**src/rtl/knn_inverse_distance_interpolator_unit_defines.svh**
```systemverilog
// Assertion macros shared by the front, divider and back-end RTL files.
`ifndef KNN_INVERSE_DISTANCE_INTERPOLATOR_UNIT_DEFINES_SVH
`define KNN_INVERSE_DISTANCE_INTERPOLATOR_UNIT_DEFINES_SVH

`ifndef SYNTHESIS
`define KNN_ASSERT_CLK(lbl, clk, rstn, prop, msg) \
    lbl: assert property (@(posedge clk) disable iff (!rstn) prop) else $error(msg);
`define KNN_ASSERT(lbl, prop, msg) \
    `KNN_ASSERT_CLK(lbl, i_clk, i_rst_n, prop, msg)
`else
`define KNN_ASSERT_CLK(lbl, clk, rstn, prop, msg)
`define KNN_ASSERT(lbl, prop, msg)
`endif

`endif

```
**src/rtl/knn_idw_pkg.sv**
```systemverilog
`default_nettype none

package knn_idw_pkg;

    localparam int TABLE_DEPTH   = 4096;
    localparam int ADDR_W        = $clog2(TABLE_DEPTH);
    localparam int CNT_W         = $clog2(TABLE_DEPTH + 1);
    localparam int MAX_NEIGHBORS = 16;
    localparam int NB_IDX_W      = (MAX_NEIGHBORS > 1) ? $clog2(MAX_NEIGHBORS) : 1;
    localparam int NB_CNT_W      = $clog2(MAX_NEIGHBORS + 1);

    localparam int COORD_W     = 24;
    localparam int DIFF_W      = COORD_W + 1;
    localparam int SQ_W        = 2 * COORD_W + 2;
    localparam int FRAC_W      = 16;
    localparam int RAD_W       = SQ_W + FRAC_W;
    localparam int DIST_W      = RAD_W / 2;
    localparam int SQRT_STAGES = DIST_W;
    localparam int REM_W       = DIST_W + 3;
    localparam int RADIUS_W    = 26;
    localparam int LIMIT_W     = 5;

    localparam int DIV_W     = 64;
    localparam int DEN_W     = 37;
    localparam int DIV_CNT_W = $clog2(DIV_W);
    localparam int W_W       = 33;
    localparam int PROD_W    = W_W + 1 + COORD_W;
    localparam int SWZ_W     = 61;
    localparam logic [DIV_W-1:0] WEIGHT_NUM = DIV_W'(1) << 32;

    localparam int QUEUE_DEPTH = 4;
    localparam int Q_PTR_W     = $clog2(QUEUE_DEPTH);
    localparam int Q_CNT_W     = $clog2(QUEUE_DEPTH + 1);

    localparam int CFG_ADDR_W = 3;
    localparam logic REG_RADIUS = 1'b0;
    localparam logic REG_LIMIT  = 1'b1;

    localparam logic [1:0] FUNC_LOAD  = 2'd0;
    localparam logic [1:0] FUNC_QUERY = 2'd1;
    localparam logic [1:0] FUNC_CLEAR = 2'd2;

    localparam logic [1:0] CMD_LOAD  = 2'd0;
    localparam logic [1:0] CMD_QUERY = 2'd1;
    localparam logic [1:0] CMD_CLEAR = 2'd2;
    localparam logic [1:0] CMD_NOP   = 2'd3;

    typedef struct packed {
        logic [1:0]                func;
        logic signed [COORD_W-1:0] pos_x;
        logic signed [COORD_W-1:0] pos_y;
        logic signed [COORD_W-1:0] height;
    } t_in_item;

    typedef struct packed {
        logic                      found;
        logic signed [COORD_W-1:0] height_out;
        logic                      table_full;
    } t_out_item;

    typedef struct packed {
        logic [1:0]                code;
        logic signed [COORD_W-1:0] pos_x;
        logic signed [COORD_W-1:0] pos_y;
        logic signed [COORD_W-1:0] height;
    } t_cmd;

    typedef struct packed {
        logic             start;
        logic [DIV_W-1:0] num;
        logic [DEN_W-1:0] den;
    } t_div_req;

    typedef struct packed {
        logic             done;
        logic [DIV_W-1:0] quo;
    } t_div_rsp;

endpackage

`default_nettype wire

```
**src/rtl/knn_idw_div.sv**
```systemverilog
`default_nettype none
`include "knn_inverse_distance_interpolator_unit_defines.svh"

module knn_idw_div import knn_idw_pkg::*; (
    input  wire logic     i_clk,
    input  wire logic     i_rst_n,
    input  wire t_div_req i_req,
    output t_div_rsp      o_rsp
);

    logic                 r_busy;
    logic                 r_done;
    logic [DIV_CNT_W-1:0] r_cnt;
    logic [DIV_W-1:0]     r_num;
    logic [DEN_W-1:0]     r_den;
    logic [DEN_W:0]       r_rem;
    logic [DIV_W-1:0]     r_quo;
    logic [DEN_W:0]       rem_s;
    logic                 ge;
    logic [DEN_W:0]       rem_n;

    always_comb begin
        rem_s = {r_rem[DEN_W-1:0], r_num[DIV_W-1]};
        ge    = (rem_s >= {1'b0, r_den});
        rem_n = ge ? (rem_s - {1'b0, r_den}) : rem_s;
    end

    assign o_rsp.done = r_done;
    assign o_rsp.quo  = r_quo;

    always_ff @(posedge i_clk) begin
        if (!i_rst_n) begin
            r_busy <= 1'b0;
            r_done <= 1'b0;
            r_cnt  <= '0;
        end else begin
            r_done <= 1'b0;
            if (i_req.start && !r_busy) begin
                r_busy <= 1'b1;
                r_cnt  <= '0;
            end else if (r_busy) begin
                r_cnt <= r_cnt + DIV_CNT_W'(1);
                if (r_cnt == DIV_CNT_W'(DIV_W - 1)) begin
                    r_busy <= 1'b0;
                    r_done <= 1'b1;
                end
            end
        end
    end

    always_ff @(posedge i_clk) begin
        if (i_req.start && !r_busy) begin
            r_num <= i_req.num;
            r_den <= i_req.den;
            r_rem <= '0;
            r_quo <= '0;
        end else if (r_busy) begin
            r_num <= {r_num[DIV_W-2:0], 1'b0};
            r_rem <= rem_n;
            r_quo <= {r_quo[DIV_W-2:0], ge};
        end
    end

    `KNN_ASSERT(a_div_no_restart, (i_req.start |-> !r_busy), "divider started while busy")

endmodule

`default_nettype wire

```
**config.mk**
```make
export PLATFORM = sky130hd
export DESIGN_NAME = knn_idw_div
export DESIGN_NICKNAME = d
export VERILOG_FILES = /design/src/rtl/knn_idw_pkg.sv /design/src/rtl/knn_idw_div.sv
export VERILOG_INCLUDE_DIRS = /design/src /design/src/rtl
export SDC_FILE = /design/constraint.sdc
export NUM_CORES = 1
export LEC_CHECK = 0
export BUFFER_PORTS_ARGS = -buffer_cell sky130_fd_sc_hd__buf_2
export CAP_MARGIN = 40
export CORE_MARGIN = 1
export CORE_UTILIZATION = 61
export DETAILED_ROUTE_END_ITERATION = 8
export PLACE_DENSITY = 0.86
export REMOVE_ABC_BUFFERS = 1
export SYNTH_ARGS = -nofsm -noshare
export SYNTH_HDL_FRONTEND = slang
export SYNTH_SLANG_ARGS = --single-unit
```
**constraint.sdc**
```tcl
create_clock -name i_clk -period 5.82 [get_ports i_clk]
set_clock_uncertainty 0.2 [all_clocks]
set_input_delay 1.455 -clock i_clk [delete_from_list [all_inputs] [get_ports i_clk]]
set_output_delay 1.455 -clock i_clk [all_outputs]
set_load 0.03 [all_outputs]
```
==> summary.txt <==
GRT
  • Number of global-route vias before repair: 7,339
  • Largest net degree at the start of global routing: 90
  • Total GRT Usage: 26.71%
  • First-pass GRT wire length: 35,750 µm
  • Gr ovfl total: 0
  • Initial antenna violation count: 3

Power
  • Int Power: 0.003296 W
  • Switching share of power: 31.76%
  • Leakage: 4.821 nW
  • Flop pwr share: 38.6%
  • Cell Pwr Density: 411.1 nW/µm²
  • IR drop worst, VDD: 0.2987 mV
  • NetSw: 0.001534 W
  • Comb pwr share: 29.8%
  • Power share of the clock group: 31.6%

Hold path
  • Hold crit path type: register to register
  • Hold path depth: 2
  • WHS Endpoint: r_rem[23]$_SDFFE_PP0P_
  • HP Start: r_rem[23]$_SDFFE_PP0P_

Logic synthesis
  • Synth Instances: 981
  • Synthesized area: 10,000 µm²
  • Synth warn: 0
  • Cell variety after synth: 61
  • Seq cells post-synth: 210
  • Register area share after synthesis: 52.13%
  • Most used flip-flop cell after synthesis: dfxtp_1
  • Post-synth EDFFs: 101
  • Mean Syn Cell Area: 10.20 µm²
  • Asr flop ratio synth: 0%

Clocking
  • Setup bufs post-CTS: 0
  • CTS tree: yes
  • Clock-pin slew on the worst setup and hold paths: 0.06 ns
  • Root Driver: clkbuf_16
  • Clk sinks: 210
  • Post-CTS Resized: 0
  • Hold Buf Count CTS: 0
  • CTS H-tree depth: 1
  • Clk_lat worst skew: 0.51 ns
  • Clock tree buffer depth: 3
  • Total CTS buffers: 22

Die
  • # rows: 46
  • Io pins: 169
  • Die Y: 130.1 µm
  • Full die area: 16,920 µm²
  • Initial Util: 62.75%
  • Area of the core: 15,940 µm²
  • Horiz. Die Dim: 130.1 µm

STA
  • Setup-failing EPs final: 0
  • Fin. Hold Viols: 0
  • RSZ-0062 raised after global routing: false
  • Period minus WS final: 3.781 ns
  • Tightest Pin Transition: 0.8444 ns
  • Final period util: 64.96%
  • Setup tns final: 0 ns
  • Max transition margin: 43.71%
  • Fin. max-slew vios: 0
  • Final setup margin: 2.039 ns
  • Fmax: 264.5 MHz

Finish
  • Filler instances: 1,136
  • Area of the multi-input gates: 4390 µm²
  • FF/Latch Area: 5216 µm²
  • Synth-to-Final Area Change: 17.46%
  • Final net count: 1,273
  • Core Util, Final: 73.70%
  • Fin area: 11,750 µm²
  • Share of post-route cells with drive strength above 1: 25.22%

Placed design
  • Area after DPL: 10,960 µm²
  • Pre-CTS setup slack: 2.095 ns
  • Final HPWL DP: 14,880 µm
  • Final Wtd Congestion: 0.8841
  • IO Port Bufs: 168

Worst setup path
  • R2R depth: 13
  • Worst setup EP type: register
  • Worst r2r dst: r_rem[29]$_SDFFE_PP0P_
  • Critical path type: register to register
  • Arrival time worst endpoint: 3.95 ns
  • CP startpoint: r_num[63]$_DFFE_PP_
  • Startpoint types: register
  • Reg2reg setup slack: 2.04 ns
  • Worst r2r src: r_num[63]$_DFFE_PP_
  • Worst EP required: 5.99 ns
  • Maximum fanout along the worst path: 23

Routing
  • Drc violations: 0
  • Via count: 7,786
  • Initial DRC count: 673
  • Routed wire length: 22,580 µm
  • Vias per cell: 5.708
  • Average wire per standard cell: 16.56 µm
  • ANT nets after route: 0
  • Detailed Routing Iterations Pass 1: 5

Run status
  • Status: finished, final reports clean

Flow run
  • Max_cap viols: 0
## flip-flops by register name, indices dropped and copies added, names as in the netlist
register and count:
r_busy 1, r_cnt 6, r_den 37, r_done 1, r_num 64, r_quo 64, r_rem 37
## through the flow
stage	cells	hold WS [ns]	total power, W
after global placement	1322	0.2532	0.003251
final	1364	0.2711	0.004830
after floorplan	932	0.2433	0.002965
after CTS	1362	0.2704	0.004832
after detailed placement	1322	0.2598	0.003298
after global routing	1363	0.2903	0.005076
## cell usage in the layout (no fill, tap or decap), drive strengths merged, types with 6 or more instances in the layout
cell type  netlist  layout
ha              38      38
a21oi           50      50
nor2            27      27
clkinv           0       6
nand4           12      12
mux2i           19      19
xor2            22      22
edfxtp         101     101
clkbuf          32      28
o21ai          122     122
xnor2           16      16
dfxtp          109     109
a21o            11      11
inv             48      48
o21bai           7       7
a31oi            8       8
mux2            63      63
buf             17     174
nand2          189     189
nand2b           7       7
a32oi           12      12
and3             8       8
## area by class of cell
type | instances | area share (%)
Sequential cell | 210 | 44.39
Inverter | 48 | 1.533
Antenna cell | 2 | 0.04259
Clock buffer | 28 | 5.143
Timing Repair Buffer | 174 | 7.646
Clock inverter | 12 | 1.576
Tap cell | 216 | 2.300
Multi-Input combinational cell | 674 | 37.37
## how the worst max path moves through the flow
stage | end | depth (start not counted)
after floorplan | r_num[10]$_DFFE_PP_ | 3
after global placement | r_num[48]$_DFFE_PP_ | 5
after detailed placement | r_num[54]$_DFFE_PP_ | 5
after CTS | r_rem[14]$_SDFFE_PP0P_ | 13
after global routing | r_rem[14]$_SDFFE_PP0P_ | 13
final | r_rem[29]$_SDFFE_PP0P_ | 13
## synth_stat cells (7+ instances only)
| master | number | area, µm² |
|---|---|---|
| a21o_1 | 11 | 82.58 |
| a21oi_1 | 48 | 240.2 |
| a31oi_1 | 8 | 50.05 |
| a32oi_1 | 12 | 105.1 |
| and3_1 | 8 | 50.05 |
| clkbuf_1 | 32 | 120.1 |
| dfxtp_1 | 109 | 2182 |
| edfxtp_1 | 101 | 3033 |
| ha_1 | 38 | 475.5 |
| inv_1 | 47 | 176.4 |
| mux2_2 | 63 | 709.4 |
| mux2i_1 | 19 | 190.2 |
| nand2_1 | 188 | 705.7 |
| nand2b_1 | 7 | 43.79 |
| nand4_1 | 12 | 75.07 |
| nor2_1 | 27 | 101.4 |
| o21ai_0 | 79 | 395.4 |
| o21ai_1 | 43 | 215.2 |
| o21bai_1 | 7 | 52.55 |
| xnor2_1 | 16 | 140.1 |
| xor2_1 | 22 | 192.7 |
## power groups by stage
stage,logic [W],registers [W],clock network (W)
after floorplan,0.00109,0.00188,0
after detailed placement,0.00141,0.00189,0
after CTS,0.00143,0.00186,0.00154
after global placement,0.00137,0.00188,0
final,0.00144,0.00186,0.00153
after global routing,0.00159,0.00188,0.00160
## cell families after synthesis
group	Yosys count	synth area share [%]
and+or+nand+nor	274	12.02
AOI/OAI and AO/OA	241	14.50
muxes	82	8.993
buffers and inverters	97	4.077
xor gates and xnor gates	38	3.327
adders and majority gates	39	4.953
DFF	210	52.13
## critical path, cell delays in order (launching register included)
cell and delay [ns]:
edfxtp_1 0.40, inv_1 0.07, ha_1 0.18, inv_1 0.06, fa_1 0.41, a211oi_1 0.25, o21ai_1 0.17, o211ai_1 0.23
nand3_2 0.17, o21a_1 0.29, a21oi_4 0.30, nand2_4 0.30, nand2_1 0.45, o21ai_1 0.13
## metal layers
metal | track usage (%) | up-vias | part of all wire (%)
li1 | - | 3784 | -
met1 | 34.19 | 3709 | 42
met2 | 45.09 | 242 | 49
met3 | 5.863 | 51 | 6.7
met4 | 8.550 | 0 | 2.3
met5 | 0 | - | 0
No activity file was read; power rests on OpenSTA's default activity.
