[src/rtl/knn_inverse_distance_interpolator_unit_defines.svh]
// Assertion macros shared by the front, divider and back-end RTL files.
`ifndef KNN_INVERSE_DISTANCE_INTERPOLATOR_UNIT_DEFINES_SVH
`define KNN_INVERSE_DISTANCE_INTERPOLATOR_UNIT_DEFINES_SVH

`ifndef SYNTHESIS
`define KNN_ASSERT_CLK(lbl, clk, rstn, prop, msg) \
    lbl: assert property (@(posedge clk) disable iff (!rstn) prop) else $error(msg);
`define KNN_ASSERT(lbl, prop, msg) \
    `KNN_ASSERT_CLK(lbl, i_clk, i_rst_n, prop, msg)
`else
`define KNN_ASSERT_CLK(lbl, clk, rstn, prop, msg)
`define KNN_ASSERT(lbl, prop, msg)
`endif

`endif

[src/rtl/knn_idw_pkg.sv]
`default_nettype none

package knn_idw_pkg;

    localparam int TABLE_DEPTH   = 4096;
    localparam int ADDR_W        = $clog2(TABLE_DEPTH);
    localparam int CNT_W         = $clog2(TABLE_DEPTH + 1);
    localparam int MAX_NEIGHBORS = 16;
    localparam int NB_IDX_W      = (MAX_NEIGHBORS > 1) ? $clog2(MAX_NEIGHBORS) : 1;
    localparam int NB_CNT_W      = $clog2(MAX_NEIGHBORS + 1);

    localparam int COORD_W     = 24;
    localparam int DIFF_W      = COORD_W + 1;
    localparam int SQ_W        = 2 * COORD_W + 2;
    localparam int FRAC_W      = 16;
    localparam int RAD_W       = SQ_W + FRAC_W;
    localparam int DIST_W      = RAD_W / 2;
    localparam int SQRT_STAGES = DIST_W;
    localparam int REM_W       = DIST_W + 3;
    localparam int RADIUS_W    = 26;
    localparam int LIMIT_W     = 5;

    localparam int DIV_W     = 64;
    localparam int DEN_W     = 37;
    localparam int DIV_CNT_W = $clog2(DIV_W);
    localparam int W_W       = 33;
    localparam int PROD_W    = W_W + 1 + COORD_W;
    localparam int SWZ_W     = 61;
    localparam logic [DIV_W-1:0] WEIGHT_NUM = DIV_W'(1) << 32;

    localparam int QUEUE_DEPTH = 4;
    localparam int Q_PTR_W     = $clog2(QUEUE_DEPTH);
    localparam int Q_CNT_W     = $clog2(QUEUE_DEPTH + 1);

    localparam int CFG_ADDR_W = 3;
    localparam logic REG_RADIUS = 1'b0;
    localparam logic REG_LIMIT  = 1'b1;

    localparam logic [1:0] FUNC_LOAD  = 2'd0;
    localparam logic [1:0] FUNC_QUERY = 2'd1;
    localparam logic [1:0] FUNC_CLEAR = 2'd2;

    localparam logic [1:0] CMD_LOAD  = 2'd0;
    localparam logic [1:0] CMD_QUERY = 2'd1;
    localparam logic [1:0] CMD_CLEAR = 2'd2;
    localparam logic [1:0] CMD_NOP   = 2'd3;

    typedef struct packed {
        logic [1:0]                func;
        logic signed [COORD_W-1:0] pos_x;
        logic signed [COORD_W-1:0] pos_y;
        logic signed [COORD_W-1:0] height;
    } t_in_item;

    typedef struct packed {
        logic                      found;
        logic signed [COORD_W-1:0] height_out;
        logic                      table_full;
    } t_out_item;

    typedef struct packed {
        logic [1:0]                code;
        logic signed [COORD_W-1:0] pos_x;
        logic signed [COORD_W-1:0] pos_y;
        logic signed [COORD_W-1:0] height;
    } t_cmd;

    typedef struct packed {
        logic             start;
        logic [DIV_W-1:0] num;
        logic [DEN_W-1:0] den;
    } t_div_req;

    typedef struct packed {
        logic             done;
        logic [DIV_W-1:0] quo;
    } t_div_rsp;

endpackage

`default_nettype wire

[src/rtl/knn_idw_front.sv]
`default_nettype none
`include "knn_inverse_distance_interpolator_unit_defines.svh"

module knn_idw_front import knn_idw_pkg::*; (
    input  wire logic     i_clk,
    input  wire logic     i_rst_n,
    input  wire logic     i_in_valid,
    output logic          o_in_stall,
    input  wire t_in_item i_in_item,
    output logic          o_cmd_valid,
    output t_cmd          o_cmd,
    input  wire logic     i_cmd_pop
);

    t_cmd               r_q [QUEUE_DEPTH];
    logic [Q_PTR_W-1:0] r_wr_ptr;
    logic [Q_PTR_W-1:0] r_rd_ptr;
    logic [Q_CNT_W-1:0] r_cnt;
    logic               push;
    logic               pop;
    t_cmd               cmd;

    always_comb begin
        cmd.pos_x  = i_in_item.pos_x;
        cmd.pos_y  = i_in_item.pos_y;
        cmd.height = i_in_item.height;
        case (i_in_item.func)
            FUNC_LOAD:  cmd.code = CMD_LOAD;
            FUNC_QUERY: cmd.code = CMD_QUERY;
            FUNC_CLEAR: cmd.code = CMD_CLEAR;
            default:    cmd.code = CMD_NOP;
        endcase
    end

    assign o_in_stall  = (r_cnt == Q_CNT_W'(QUEUE_DEPTH));
    assign push        = i_in_valid && !o_in_stall;
    assign o_cmd_valid = (r_cnt != '0);
    assign pop         = i_cmd_pop && o_cmd_valid;
    assign o_cmd       = r_q[r_rd_ptr];

    always_ff @(posedge i_clk) begin
        if (!i_rst_n) begin
            r_wr_ptr <= '0;
            r_rd_ptr <= '0;
            r_cnt    <= '0;
        end else begin
            if (push) begin
                r_wr_ptr <= r_wr_ptr + Q_PTR_W'(1);
            end
            if (pop) begin
                r_rd_ptr <= r_rd_ptr + Q_PTR_W'(1);
            end
            if (push && !pop) begin
                r_cnt <= r_cnt + Q_CNT_W'(1);
            end else if (pop && !push) begin
                r_cnt <= r_cnt - Q_CNT_W'(1);
            end
        end
    end

    always_ff @(posedge i_clk) begin
        if (push) begin
            r_q[r_wr_ptr] <= cmd;
        end
    end

    `KNN_ASSERT(a_queue_ptrs, (Q_PTR_W'(r_wr_ptr - r_rd_ptr) == r_cnt[Q_PTR_W-1:0]), "queue count and pointers disagree")

endmodule

`default_nettype wire

[config.mk]
export PLATFORM = sky130hd
export DESIGN_NAME = knn_idw_front
export DESIGN_NICKNAME = d
export VERILOG_FILES = /design/src/rtl/knn_idw_pkg.sv /design/src/rtl/knn_idw_front.sv
export VERILOG_INCLUDE_DIRS = /design/src /design/src/rtl
export SDC_FILE = /design/constraint.sdc
export NUM_CORES = 1
export LEC_CHECK = 0
export ABC_CLOCK_PERIOD_IN_PS = 6500
export BUFFER_PORTS_ARGS = -buffer_cell sky130_fd_sc_hd__buf_2
export CAP_MARGIN = 5
export CORE_MARGIN = 4
export CORE_UTILIZATION = 52
export CTS_CLUSTER_SIZE = 14
export DETAILED_ROUTE_END_ITERATION = 16
export GPL_TIMING_DRIVEN = 0
export HOLD_SLACK_MARGIN = 0.03
export PLACE_DENSITY = 0.84
export SLEW_MARGIN = 20
export SYNTH_ARGS = -nofsm -noshare
export SYNTH_HDL_FRONTEND = slang
export SYNTH_SLANG_ARGS = --single-unit
[constraint.sdc]
create_clock -name i_clk -period 6.5 [get_ports i_clk]
set_input_delay 1.3 -clock i_clk [delete_from_list [all_inputs] [get_ports i_clk]]
set_output_delay 1.3 -clock i_clk [all_outputs]
set_load 0.01 [all_outputs]
==> metrics.txt, run 1 <==
Pwr Density 400.0 mW/mm²; Final HPWL DP 12610 µm; largest net degree at the start of global routing 41; Slew @ Worst Pin 0.6089 ns; CP endpoint o_cmd[13]; post-route minimum period 3.335 ns; reg2reg start r_cnt[0]$_SDFFE_PN0P_; CP required 5.20 ns; Area Growth Syn to Fin 19.17%; fillcell total 1404; H-tree levels 1; total global-route track usage 16.88%; cts bufs inserted 29; gr ovfl total 0; first-pass GRT wire length 31110 µm; synth cell count leaders edfxtp_1, mux4_2, dfxtp_1, and2_1, buf_2; RSZ-0062 raised after global routing false; VDD IR max 0.0002553 V; hold_buf cts 0; endpoints failing hold 0; reg-to-reg endpoint r_cnt[2]$_SDFFE_PN0P_; Die X 154.6 µm; number of synthesized register bits 305; via count 5047; clock sink count 305; R2R setup slack 4.11 ns; # resized after CTS 0; CP Launch Type register; worst endpoint data arrival time 2.03 ns; worst-case clock skew 0.009286 ns; Avg WL per Cell 21.79 µm; Core Area 0.02109 mm²; CTS root buf clkbuf_16; crit share post-route 51.31%; CTS max path bufs 3; num ports 154; final instance area 0.01331 mm²; setup violators final 0; Port Buf Inserts 150; Post-Syn Nets 520; Unique masters post-synth 22; initial antenna violation count 2; Synthesis Warnings 0; setup tns final 0 ns; # Post-CTS Setup Buffers 0; Final WS setup 3.165 ns; CP max FO 10; ANT nets after route 0; max cap viols 0; Pwr Total 5.325 mW; Slew Limit Headroom 59.41%; DRC 0; vias in the first global route 5411; leakage power 4.505 nW; Syn Inst Count 436; Placed Area 0.01237 mm²; asr flop ratio synth 0%; share of cells above drive strength 1 45.34%; nets 705; clock slew at reported path FFs 0.06 ns; worst hold path class register to register; status complete, no violations; Max Fclk 0.2999 GHz; die footprint 0.02389 mm²; Post-Route WL 20030 µm; site row count 53; vias per cell 5.492; Slew Limit Fails 0; die span in y 154.6 µm; Synth top area share 79.56%; Initial Util 52.98%; critical path capture point type output port; dpl ws 3.312 ns; ANT cells 0; initial DRC count 189; Placer Congestion 0.7326; CTS tree built; Seq/Total Area, Yosys 81.17%; cell with the most instances after synthesis edfxtp_1; Mapped Avg Cell Area 25.62 µm²; CP Class register to output port; Worst R2R Path Depth 9; Worst-Skew Late Latency 0.53 ns; Yosys top cell by area edfxtp_1; Top FF cell, synth edfxtp_1; Post-Syn Area 0.01117 mm²; Non-Filler Instances 919; number of flops mapped to enable cells by yosys 296; Cells after DPL 865; Synth area leaders edfxtp_1, mux4_2, dfxtp_1; drt pass-1 iters 4
==> area by class of cell <==
cell class,instances,area (µm²),area share (%)
Sequential cell,305,9069,68.11
Tap cell,275,344.1,2.584
Buffer,20,141.4,1.062
Clock buffer,36,752.0,5.648
Multi-Input combinational cell,108,1961,14.73
Inverter,3,11.26,0.08458
Timing Repair Buffer,154,845.8,6.353
Clock inverter,18,190.2,1.428
==> worst min-delay path by stage <==
stage / start / end / slack (ns) / cells after the start
after floorplan: r_wr_ptr[1]$_SDFFE_PN0P_ / r_wr_ptr[1]$_SDFFE_PN0P_ / 0.47 / 2
after global placement: r_wr_ptr[0]$_SDFFE_PN0P_ / r_wr_ptr[0]$_SDFFE_PN0P_ / 0.48 / 2
after detailed placement: r_wr_ptr[0]$_SDFFE_PN0P_ / r_wr_ptr[0]$_SDFFE_PN0P_ / 0.52 / 2
after CTS: r_wr_ptr[0]$_SDFFE_PN0P_ / r_wr_ptr[0]$_SDFFE_PN0P_ / 0.53 / 2
after global routing: r_wr_ptr[1]$_SDFFE_PN0P_ / r_wr_ptr[1]$_SDFFE_PN0P_ / 0.57 / 2
final: r_wr_ptr[0]$_SDFFE_PN0P_ / r_wr_ptr[0]$_SDFFE_PN0P_ / 0.52 / 2
==> cells by family (layout without fill, tap and decap cells) <==
| logic type | count (synthesis) | count (layout) | share of synthesized area, % |
|---|---|---|---|
| compound gates | 4 | 4 | 0.3024 |
| xor+xnor | 4 | 4 | 0.3136 |
| fa+ha+maj | 6 | 6 | 0.7392 |
| buf+inv | 23 | 231 | 1.366 |
| flops | 305 | 305 | 81.17 |
| mux | 77 | 77 | 15.19 |
| simple gates | 17 | 17 | 0.9183 |
==> worst max-delay path, stage by stage (launching register included) <==
cell and delay (ns):
dfxtp_1 0.32, buf_2 0.31, buf_2 0.34, mux4_2 0.37
buf_2 0.16
==> flip-flops by register name, indices dropped and copies added (netlist names), named ones only <==
| name | flops |
|---|---|
| r_rd_ptr | 2 |
| r_cnt | 3 |
| r_wr_ptr | 2 |
| r_q | 296 |
==> routing by layer <==
metal | GRT usage, % | up-vias | wire (µm)
met3 | 3.973 | 45 | 1365
met1 | 21.78 | 2580 | 7654
met4 | 4.205 | 4 | 507
met5 | 0 | - | 27
met2 | 29.39 | 185 | 10470
li1 | - | 2233 | -
==> power breakdown <==
| group | internal, mW | switching, mW | leakage [nW] | total (mW) |
|---|---|---|---|---|
| Combinational | 0.611 | 0.622 | 1.26 | 1.23 |
| Clock | 0.977 | 0.665 | 0.462 | 1.64 |
| Sequential | 2.39 | 0.0625 | 2.79 | 2.45 |
==> stage by stage <==
step           hold slack (ns)  util, %
6_report                0.5194    63.14
5_1_grt                 0.5682    63.14
4_1_cts                 0.5250    63.14
3_5_place_dp            0.5160    58.67
3_3_place_gp            0.4777    58.17
2_1_floorplan           0.4677        -
==> cells in the final DEF (no fill, tap or decap), types with 5 or more instances in the layout <==
cell type / count
clkbuf_1: 11
dfxtp_1: 9
clkbuf_16: 29
ha_1: 5
clkinv_1: 5
clkinv_2: 7
buf_2: 158
buf_6: 7
edfxtp_1: 296
mux4_2: 74
Note: power is estimated with default switching activity, not from simulation.
==> inputs of run 2 (changes only) <==
Settings changed: ABC_CLOCK_PERIOD_IN_PS 6500 to 2800, CORE_UTILIZATION 52 to 51, PLACE_DENSITY 0.84 to 0.86.
Clock period 6.5 ns to 2.8 ns, I/O delays scaled along.
==> metrics.txt, run 2 (same netlist as run 1, synthesis figures left out) <==
Max Fclk 0.3826 GHz; CTS tree built; R2R setup slack 0.31 ns; Core Area 0.02129 mm²; leakage power 4.514 nW; Post-Route WL 20210 µm; setup violators final 0; DRC 0; via count 5057; Largest register FFs 296; Die X 156.0 µm; Util after Layout 62.57%; cts bufs inserted 30; Port Buf Inserts 150; Worst R2R Path Depth 9; reg2reg start r_cnt[0]$_SDFFE_PN0P_; H-tree levels 1; commonest non-fill, non-tap cell in the layout edfxtp_1; vias in the first global route 5558; dpl ws 0.2951 ns; CP max FO 10; largest net degree at the start of global routing 43; Final HPWL DP 12750 µm; initial DRC count 273; most used cell, CP buf_2; # Post-CTS Setup Buffers 0; largest registers r_q (296), r_cnt (3); worst hold path class input pin to register; Max stage delay on crit path 0.35 ns; CP Cell Sequence buf_2, buf_2, mux4_2, buf_2; die footprint 0.02434 mm²; initial antenna violation count 4; hold_buf cts 0; num ports 154; vias per cell 5.485; critical path capture point type output port; Worst-Skew Late Latency 0.54 ns; Slew Limit Fails 0; ANT nets after route 0; RSZ-0062 raised after global routing false; total global-route track usage 16.69%; Pwr Density 918.8 mW/mm²; Area Growth Syn to Fin 19.22%; clock slew at reported path FFs 0.06 ns; reg-to-reg endpoint r_cnt[2]$_SDFFE_PN0P_; site row count 53; drt pass-1 iters 4; setup tns final 0 ns; CP Launch Type register; worst-case clock skew 0.01618 ns; crit share post-route 93.35%; largest reg by FF count r_q; Final WS setup 0.1861 ns; final hold slack 0.2327 ns; Pwr Total 12.24 mW; CP endpoint o_cmd[60]; nets 706; slowest CP cell buf_2; die span in y 156.0 µm; post-route minimum period 2.614 ns; clock sink count 305; # resized after CTS 0; max cap viols 0; first-pass GRT wire length 31330 µm; CP required 2.24 ns; Slew @ Worst Pin 0.5972 ns; Initial Util 52.48%; VDD IR max 0.0006111 V; CTS max path bufs 3; status complete, no violations; Avg WL per Cell 21.92 µm; Slew Limit Headroom 60.19%; most frequent cells in the layout edfxtp_1, buf_2, mux4_2, clkbuf_16; CTS root buf clkbuf_16; CP Class register to output port; endpoints failing hold 0; gr ovfl total 0; Placer Congestion 0.7045; worst endpoint data arrival time 2.05 ns; share of cells above drive strength 1 45.82%
## run 2: cell type report
type | instances | area (µm²)
clock buffers | 40 | 849.6
repair buffers | 154 | 860.8
fillers | 1408 | 7968
plain buffers | 20 | 141.4
clock inverters | 16 | 80.08
diodes | 1 | 2.502
multi-input cells | 108 | 1961
flip-flops and latches | 305 | 9069
inverters | 3 | 11.26
well taps | 275 | 344.1
## run 2: metal layers
layer	GRT usage (%)	vias up	wire, µm
met1	22.07	2592	8104
li1	-	2240	-
met5	0	-	35
met4	4.252	6	482
met2	28.50	173	10370
met3	3.773	46	1210
## run 2: worst min path at each step
stage                                   from                  endpoint  slack, ns  cells after the start
floorplan           r_wr_ptr[1]$_SDFFE_PN0P_  r_wr_ptr[1]$_SDFFE_PN0P_       0.47                      2
global placement    r_wr_ptr[0]$_SDFFE_PN0P_  r_wr_ptr[0]$_SDFFE_PN0P_       0.48                      2
detailed placement  r_wr_ptr[1]$_SDFFE_PN0P_  r_wr_ptr[1]$_SDFFE_PN0P_       0.51                      2
CTS                            i_in_item[64]      r_q[0][64]$_DFFE_PP_       0.20                      1
global route                   i_in_item[64]      r_q[0][64]$_DFFE_PP_       0.22                      1
finish                         i_in_item[37]      r_q[3][37]$_DFFE_PP_       0.23                      1
## run 2: power breakdown
group | switching [mW] | total (mW) | internal (mW)
logic | 1.45 | 2.87 | 1.42
clock network | 1.56 | 3.68 | 2.12
registers | 0.145 | 5.69 | 5.54
total | 3.15 | 12.2 | 9.08
## run 2: stage by stage
stage                     cell area [µm²]  std cells
after global placement              12270        861
after detailed placement            12390        865
after global routing                13320        922
after floorplan                     11180        436
final                               13320        922
after CTS                           13320        921
## run 2: worst max-delay path: cells and delay by family (launching register included)
family	cells	cell delay [ns]
buffers and inverters	3	0.84
flip-flops	1	0.32
multiplexers	1	0.35
